`src/pmt_pkg.sv`:
```
// ----------------------------------------------------------------------------
// pmt_pkg
// Shared types and constants of the PS/2 mouse packet tracker.
// ----------------------------------------------------------------------------
`default_nettype none

package pmt_pkg;

    localparam int QUEUE_DEPTH = 128;
    localparam int QW          = $clog2(QUEUE_DEPTH);

    localparam logic [QW-1:0] RING_LAST = QW'(QUEUE_DEPTH - 1);

    typedef enum logic [1:0] {
        ACT_BYTE   = 2'd0,
        ACT_POP    = 2'd1,
        ACT_SCROLL = 2'd2,
        ACT_NONE   = 2'd3
    } action_t;

    localparam logic [1:0] REG_FOUR_BYTE = 2'd0;
    localparam logic [1:0] REG_COLUMNS   = 2'd1;
    localparam logic [1:0] REG_ROWS      = 2'd2;

    localparam int         SYNC_BIT      = 3;
    localparam logic [7:0] OVF_MASK      = 8'hC0;
    localparam logic [7:0] BTN_MASK      = 8'h07;

    // divide by ten as multiply by 205 / 2048, exact for the 8-bit magnitudes used
    localparam logic [7:0] SCALE         = 8'd10;
    localparam logic [7:0] RECIP         = 8'd205;
    localparam int         RECIP_SHIFT   = 11;

    localparam logic signed [8:0] SCROLL_MAX = 9'sd127;
    localparam logic signed [8:0] SCROLL_MIN = -9'sd127;

    localparam logic       FOUR_BYTE_RST = 1'b1;
    localparam logic [6:0] COLUMNS_RST   = 7'd80;
    localparam logic [4:0] ROWS_RST      = 5'd25;
    localparam logic [6:0] COL_RST       = 7'd40;
    localparam logic [4:0] ROW_RST       = 5'd12;

    typedef struct packed {
        logic signed [7:0] dx;
        logic signed [7:0] dy;
        logic [2:0]        buttons;
        logic [2:0]        flags;
        logic signed [7:0] wheel;
        logic [31:0]       sequence_no;
    } ev_t;

    typedef struct packed {
        logic signed [4:0] res_x;
        logic signed [4:0] res_y;
        logic [6:0]        col;
        logic [4:0]        row;
    } motion_t;

    typedef struct packed {
        logic              ok;
        logic signed [7:0] dx;
        logic signed [7:0] dy;
        logic [2:0]        buttons;
        logic [2:0]        flags;
        logic signed [7:0] wheel;
        logic [31:0]       sequence_no;
        logic [6:0]        px;
        logic [4:0]        py;
        logic signed [7:0] scroll;
        logic [2:0]        cur_buttons;
    } result_t;

    function automatic logic [QW-1:0] ring_inc(input logic [QW-1:0] idx);
        return (idx == RING_LAST) ? '0 : idx + QW'(1);
    endfunction

endpackage

`default_nettype wire

```
`src/pmt_motion.sv`:
```
// ----------------------------------------------------------------------------
// pmt_motion
// Cursor update: residual accumulate, truncating divide by ten, Y inverted,
// clamp to screen.
// ----------------------------------------------------------------------------
`default_nettype none

module pmt_motion
    import pmt_pkg::*;
(
    input  wire logic signed [7:0] dx,
    input  wire logic signed [7:0] dy,
    input  wire motion_t           cur,
    input  wire logic [6:0]        columns,
    input  wire logic [4:0]        rows,
    output motion_t                nxt
);

    logic signed [8:0] rx, ry;
    logic [7:0]        mag_x, mag_y;
    logic [15:0]       prod_x, prod_y;
    logic [3:0]        q_x, q_y;
    logic [3:0]        rem_x, rem_y;
    logic signed [4:0] sx, sy;
    logic signed [8:0] col_sum;
    logic signed [7:0] row_sum;
    logic [6:0]        col_top;
    logic [4:0]        row_top;

    always_comb
    begin
        rx     = {dx[7], dx} + {{4{cur.res_x[4]}}, cur.res_x};
        ry     = {dy[7], dy} + {{4{cur.res_y[4]}}, cur.res_y};
        mag_x  = rx[8] ? 8'(-rx) : rx[7:0];
        mag_y  = ry[8] ? 8'(-ry) : ry[7:0];
        prod_x = 16'(mag_x) * 16'(RECIP);
        prod_y = 16'(mag_y) * 16'(RECIP);
        q_x    = 4'(prod_x >> RECIP_SHIFT);
        q_y    = 4'(prod_y >> RECIP_SHIFT);
        rem_x  = 4'(mag_x - 8'(8'(q_x) * SCALE));
        rem_y  = 4'(mag_y - 8'(8'(q_y) * SCALE));
        sx     = rx[8] ? -$signed({1'b0, q_x}) : $signed({1'b0, q_x});
        sy     = ry[8] ? -$signed({1'b0, q_y}) : $signed({1'b0, q_y});

        nxt.res_x = rx[8] ? -$signed({1'b0, rem_x}) : $signed({1'b0, rem_x});
        nxt.res_y = ry[8] ? -$signed({1'b0, rem_y}) : $signed({1'b0, rem_y});

        col_top = (columns == 7'd0) ? 7'd0 : columns - 7'd1;
        row_top = (rows == 5'd0) ? 5'd0 : rows - 5'd1;

        col_sum = $signed({2'b00, cur.col}) + {{4{sx[4]}}, sx};
        row_sum = $signed({3'b000, cur.row}) - {{3{sy[4]}}, sy};

        if (col_sum[8])
            nxt.col = 7'd0;
        else if (col_sum[7:0] > {1'b0, col_top})
            nxt.col = col_top;
        else
            nxt.col = col_sum[6:0];

        if (row_sum[7])
            nxt.row = 5'd0;
        else if (row_sum[6:0] > {2'b00, row_top})
            nxt.row = row_top;
        else
            nxt.row = row_sum[4:0];
    end

endmodule

`default_nettype wire

```
`config.mk`:
```
export PLATFORM = sky130hd
export DESIGN_NAME = pmt_motion
export DESIGN_NICKNAME = d
export VERILOG_FILES = /design/src/pmt_pkg.sv /design/src/pmt_motion.sv
export SDC_FILE = /design/constraint.sdc
export NUM_CORES = 1
export LEC_CHECK = 0
export ABC_AREA = 1
export BUFFER_PORTS_ARGS = -buffer_cell sky130_fd_sc_hd__buf_2
export CAP_MARGIN = 20
export CORE_MARGIN = 3
export CORE_UTILIZATION = 45
export DETAILED_ROUTE_END_ITERATION = 16
export GPL_TIMING_DRIVEN = 0
export PLACE_DENSITY = 0.72
export SLEW_MARGIN = 20
export SYNTH_ARGS = -nofsm -noshare
export SYNTH_HDL_FRONTEND = slang
export SYNTH_SLANG_ARGS = --single-unit
```
`constraint.sdc`:
```
create_clock -name vclk -period 12.1
set_clock_uncertainty 0.1 [all_clocks]
set_input_delay 2.42 -clock vclk [all_inputs]
set_output_delay 2.42 -clock vclk [all_outputs]
set_load 0.01 [all_outputs]
```
==> impl_metrics.json, run 1 <==
{
  "critical_path.endpoint_type": "output port",
  "synth_seq_area_share_pct": 0,
  "detail_route.drc_violations": 0,
  "required_ns": 9.58,
  "cap_violations": 0,
  "report.final.slew_viol_count": 0,
  "crit_path_max_incr_delay_ns": 0.54,
  "highest_layer": "met4",
  "grt_overflow_total": 0,
  "path_class": "in2out",
  "wl_met3_um": 384,
  "synth_top_cell_by_area": "ha_1",
  "antenna_found_initial": 0,
  "clkbuf_count": 0,
  "violations": "negative setup slack",
  "met1_length_um": 6020,
  "fillers": 911,
  "finish.utilization_pct": 66.9,
  "grt_pass1_vias": 5011,
  "ys_types": 39,
  "syn_nets": 997,
  "synth_cells": 788,
  "dpl_cell_area_sq_mm": 0.00587,
  "design_area_sq_mm": 0.00744,
  "fmax_mhz": 80.1,
  "port_buffers": 72,
  "slowest_stage": "fa_1",
  "wl_per_cell_um": 12.4,
  "path_buf_inv": 15,
  "synthesis.area_sq_mm": 0.00527,
  "seq_cells": 0,
  "wl_um": 13300,
  "syn_to_final_growth_pct": 41.2,
  "grt_pass1_wl_um": 21000,
  "synth_top_area_share_pct": 31.6,
  "setup_violations": 7,
  "relSlewSlack_pct": 68.2,
  "final_nets": 1146,
  "vias": 5280,
  "diodes": 0,
  "finalHoldViolCount": 0,
  "syn_avg_cell_area_sq_um": 6.69,
  "gp_congestion": 0.859,
  "hp-class": "in2out",
  "hold_end": "nxt[17]",
  "core_area_sq_mm": 0.0111,
  "period_minus_slack_ns": 12.48,
  "route.met2.wl_um": 6830,
  "status": "complete, but fails checks",
  "die_x_um": 114,
  "grt_max_degree": 11,
  "dp_hpwl_um": 9680,
  "synth_warnings": 0,
  "hp-start": "cur[17]",
  "ff_latch_area_sq_um": 0,
  "dieHeight_um": 114,
  "dp_slack_ns": -1.13,
  "whs_path_depth": 3,
  "drtIter0Drc": 213,
  "postCtsHoldBufs": 0,
  "drtAntennaViolNets": 0,
  "critPathArrivalTime_ns": 9.96,
  "grt_usage_pct": 18.6,
  "initial_utilization_pct": 47.4,
  "finalCritPeriodShare_pct": 103,
  "critPathMaxFanout": 5,
  "final_cell_mix": "158 x inv_1, 122 x nand2_1, 96 x ha_1",
  "critPathTopFamily": "adder cells",
  "worst_slew_pin_slew_ns": 0.472,
  "fin_hold_ws_ns": 5.15,
  "rsz0062_at_grt": "yes",
  "first_pass_iters": 5,
  "critical_path.startpoint_type": "input pin",
  "finalWorstSetupSlack_ns": -0.379,
  "avgViaCountPerCell": 4.91,
  "synth_area_leaders": "ha_1 32%, inv_1 13%, nand2_1 11%",
  "rows": 38,
  "dieArea_sq_mm": 0.0130,
  "final_common_cell": "inv_1",
  "drive_gt1_share_pct": 39.3,
  "crit_path_frequent_cell": "inv_2",
  "boundaryPins": 72
}
==> worst max path at each step <==
stage                     start  endpoint  slack (ns)  cells past startpoint
after CTS                 dx[0]   nxt[10]       -0.28                     54
after global placement    dx[0]    nxt[7]       -1.09                     47
after global routing      dx[0]    nxt[7]       -0.83                     51
after floorplan           dx[0]    nxt[7]       -0.18                     51
final                     dx[0]    nxt[5]       -0.38                     51
after detailed placement  dx[0]    nxt[7]       -1.13                     47
==> routing by layer <==
layer	up-vias	GRT usage [%]
met5	-	0
met3	10	0.476
met4	0	0.950
met1	2401	24.8
met2	105	35.1
li1	2764	-
==> cell families after synthesis <==
| group | share of synthesized area (%) |
|---|---|
| simple gates | 27.0 |
| buf+inv | 13.9 |
| fa+ha+maj | 41.5 |
| compound gates | 8.45 |
| xor+xnor | 9.24 |
==> synthesized netlist by cell type (all sizes together) (2+ instances only) <==
cell	n
fa	26
a21oi	37
o21bai	3
nor2	65
nand3	47
o21ai	25
or2	7
xor2	40
nand4	5
a211oi	3
xnor2	13
clkbuf	2
nor3	5
a21o	6
and2	3
nand3b	5
ha	133
inv	189
nand2	166
==> metrics by stage <==
step,std cells,setup TNS (ns)
after floorplan,788,-0.836
after global routing,1075,-7.45
after global placement,1000,-11.60
final,1075,-2.47
after detailed placement,1000,-12.42
after CTS,1047,-1.76
==> cell type report <==
cell class	instances	area, sq um	area share [%]
Multi-Input combinational cell	596	5560	74.8
Timing Repair Buffer	147	957	12.9
Tap cell	140	175	2.35
Inverter	190	721	9.68
Buffer	2	25.0	0.336
==> timing repair <==
item                       CTS  global route
setup buffers               46            28
gates cloned                 2             0
setup endpoints to repair   12            12
resized for setup           82           121
pin swaps                   42            97
Power of run 1 is left out: the tool's default activity adds up to more than one toggle a clock period on the data nets, which glitch-free logic cannot reach.
==> inputs of run 2 (changes only) <==
--- a/config.mk
+++ b/config.mk
@@ -12,8 +12,7 @@
 export CORE_UTILIZATION = 45
 export DETAILED_ROUTE_END_ITERATION = 16
 export GPL_TIMING_DRIVEN = 0
-export PLACE_DENSITY = 0.72
-export SLEW_MARGIN = 20
+export PLACE_DENSITY_LB_ADDON = 0.12
 export SYNTH_ARGS = -nofsm -noshare
 export SYNTH_HDL_FRONTEND = slang
 export SYNTH_SLANG_ARGS = --single-unit
==> constraint.sdc (replaced) <==
create_clock -name vclk -period 12.6
set_clock_uncertainty 0.1 [all_clocks]
set_input_delay 2.52 -clock vclk [all_inputs]
set_output_delay 2.52 -clock vclk [all_outputs]
set_load 0.01 [all_outputs]
==> impl_metrics.json, run 2 (synthesis results as in run 1) <==
{
  "relSlewSlack_pct": 66.2,
  "report.final.slew_viol_count": 0,
  "clkbuf_count": 0,
  "cap_violations": 0,
  "finalWorstSetupSlack_ns": -0.141,
  "drtIter0Drc": 144,
  "first_pass_iters": 5,
  "grt_overflow_total": 0,
  "hp-class": "in2out",
  "critical_path.endpoint_type": "output port",
  "vias": 5147,
  "grt_pass1_wl_um": 21400,
  "wl_um": 12800,
  "gp_congestion": 0.865,
  "die_x_um": 114,
  "tns_ns": -0.797,
  "dp_slack_ns": -1.05,
  "final_common_cell": "inv_1",
  "grt_pass1_vias": 5142,
  "critPathArrivalTime_ns": 10.12,
  "fillers": 991,
  "critical_path.startpoint_type": "input pin",
  "setup_violations": 7,
  "required_ns": 9.98,
  "antenna_found_initial": 0,
  "worst_slew_pin_slew_ns": 0.504,
  "seq_cells": 0,
  "wl_per_cell_um": 12.1,
  "final_cell_mix": "165 x inv_1, 122 x nand2_1, 108 x ha_1",
  "path_class": "in2out",
  "drive_gt1_share_pct": 34.5,
  "syn_to_final_growth_pct": 33.2,
  "slowest_stage": "fa_1",
  "ff_latch_area_sq_um": 0,
  "period_minus_slack_ns": 12.74,
  "rows": 38,
  "grt_max_degree": 11,
  "port_buffers": 72,
  "fin_cells": 1056,
  "drtAntennaViolNets": 0,
  "fmax_mhz": 78.5,
  "crit_path_max_incr_delay_ns": 0.54,
  "rsz0062_at_grt": "yes",
  "finish.utilization_pct": 63.1,
  "core_area_sq_mm": 0.0111,
  "detail_route.drc_violations": 0,
  "final_nets": 1127,
  "finalHoldViolCount": 0,
  "boundaryPins": 72,
  "status": "complete, but fails checks",
  "postCtsHoldBufs": 0,
  "grt_usage_pct": 18.8,
  "avgViaCountPerCell": 4.87,
  "critPathMaxFanout": 5,
  "violations": "negative setup slack",
  "dieHeight_um": 114,
  "initial_utilization_pct": 47.4,
  "dieArea_sq_mm": 0.0130,
  "dp.cells": 1000,
  "finalCritPeriodShare_pct": 101,
  "diodes": 0,
  "dp_hpwl_um": 10100
}
==> run 2: cell count changes in the layout (fill, tap and decap cells not counted), sizes merged <==
cell / before / now
buf: 148 / 129
==> run 2: routing by layer <==
layer,track usage [%],vias up,wire length (um)
met5,0,-,0
met4,1.35,0,95
met3,0.317,8,313
met2,35.7,84,6530
met1,24.7,2337,5810
li1,-,2718,-
==> run 2: repair_timing <==
action                     4_1_cts  5_1_grt
cloned                           1        1
pin swaps                       46       50
buffers inserted                34       21
hold endpoints to repair         0        0
resized for setup               72       87
setup endpoints to repair       12       12
==> run 2: layout make-up <==
cell class         instances  area, sq um  share of cell area, %
multi-input cells        596         5280                   75.1
inverters                190          726                   10.3
repair buffers           128          808                   11.5
well taps                140          175                   2.50
plain buffers              2         36.3                  0.517
==> run 2: per-stage QoR <==
step                      instance area, sq um  hold WS, ns
after floorplan                           5310         5.14
after global placement                    5840         5.38
after detailed placement                  5840         5.39
after CTS                                 6480         5.36
after global routing                      7020         5.36
final                                     7020         5.35
==> run 2: final timing paths <==
path,to,from,slack (ns),cells past startpoint
worst max-delay path,nxt[7],cur[17],-0.14,50
worst min-delay path,nxt[17],dx[0],5.35,3
==> run 2: worst max-delay path: cells and delay by family <==
family / cells / cell delay (ns)
buffers and inverters: 14 / 1.21
and+or+nand+nor: 14 / 1.59
xor gates and xnor gates: 2 / 0.33
AOI/OAI and AO/OA: 10 / 1.38
adders and majority gates: 10 / 3.06
Power of run 2 is left out for the same reason.
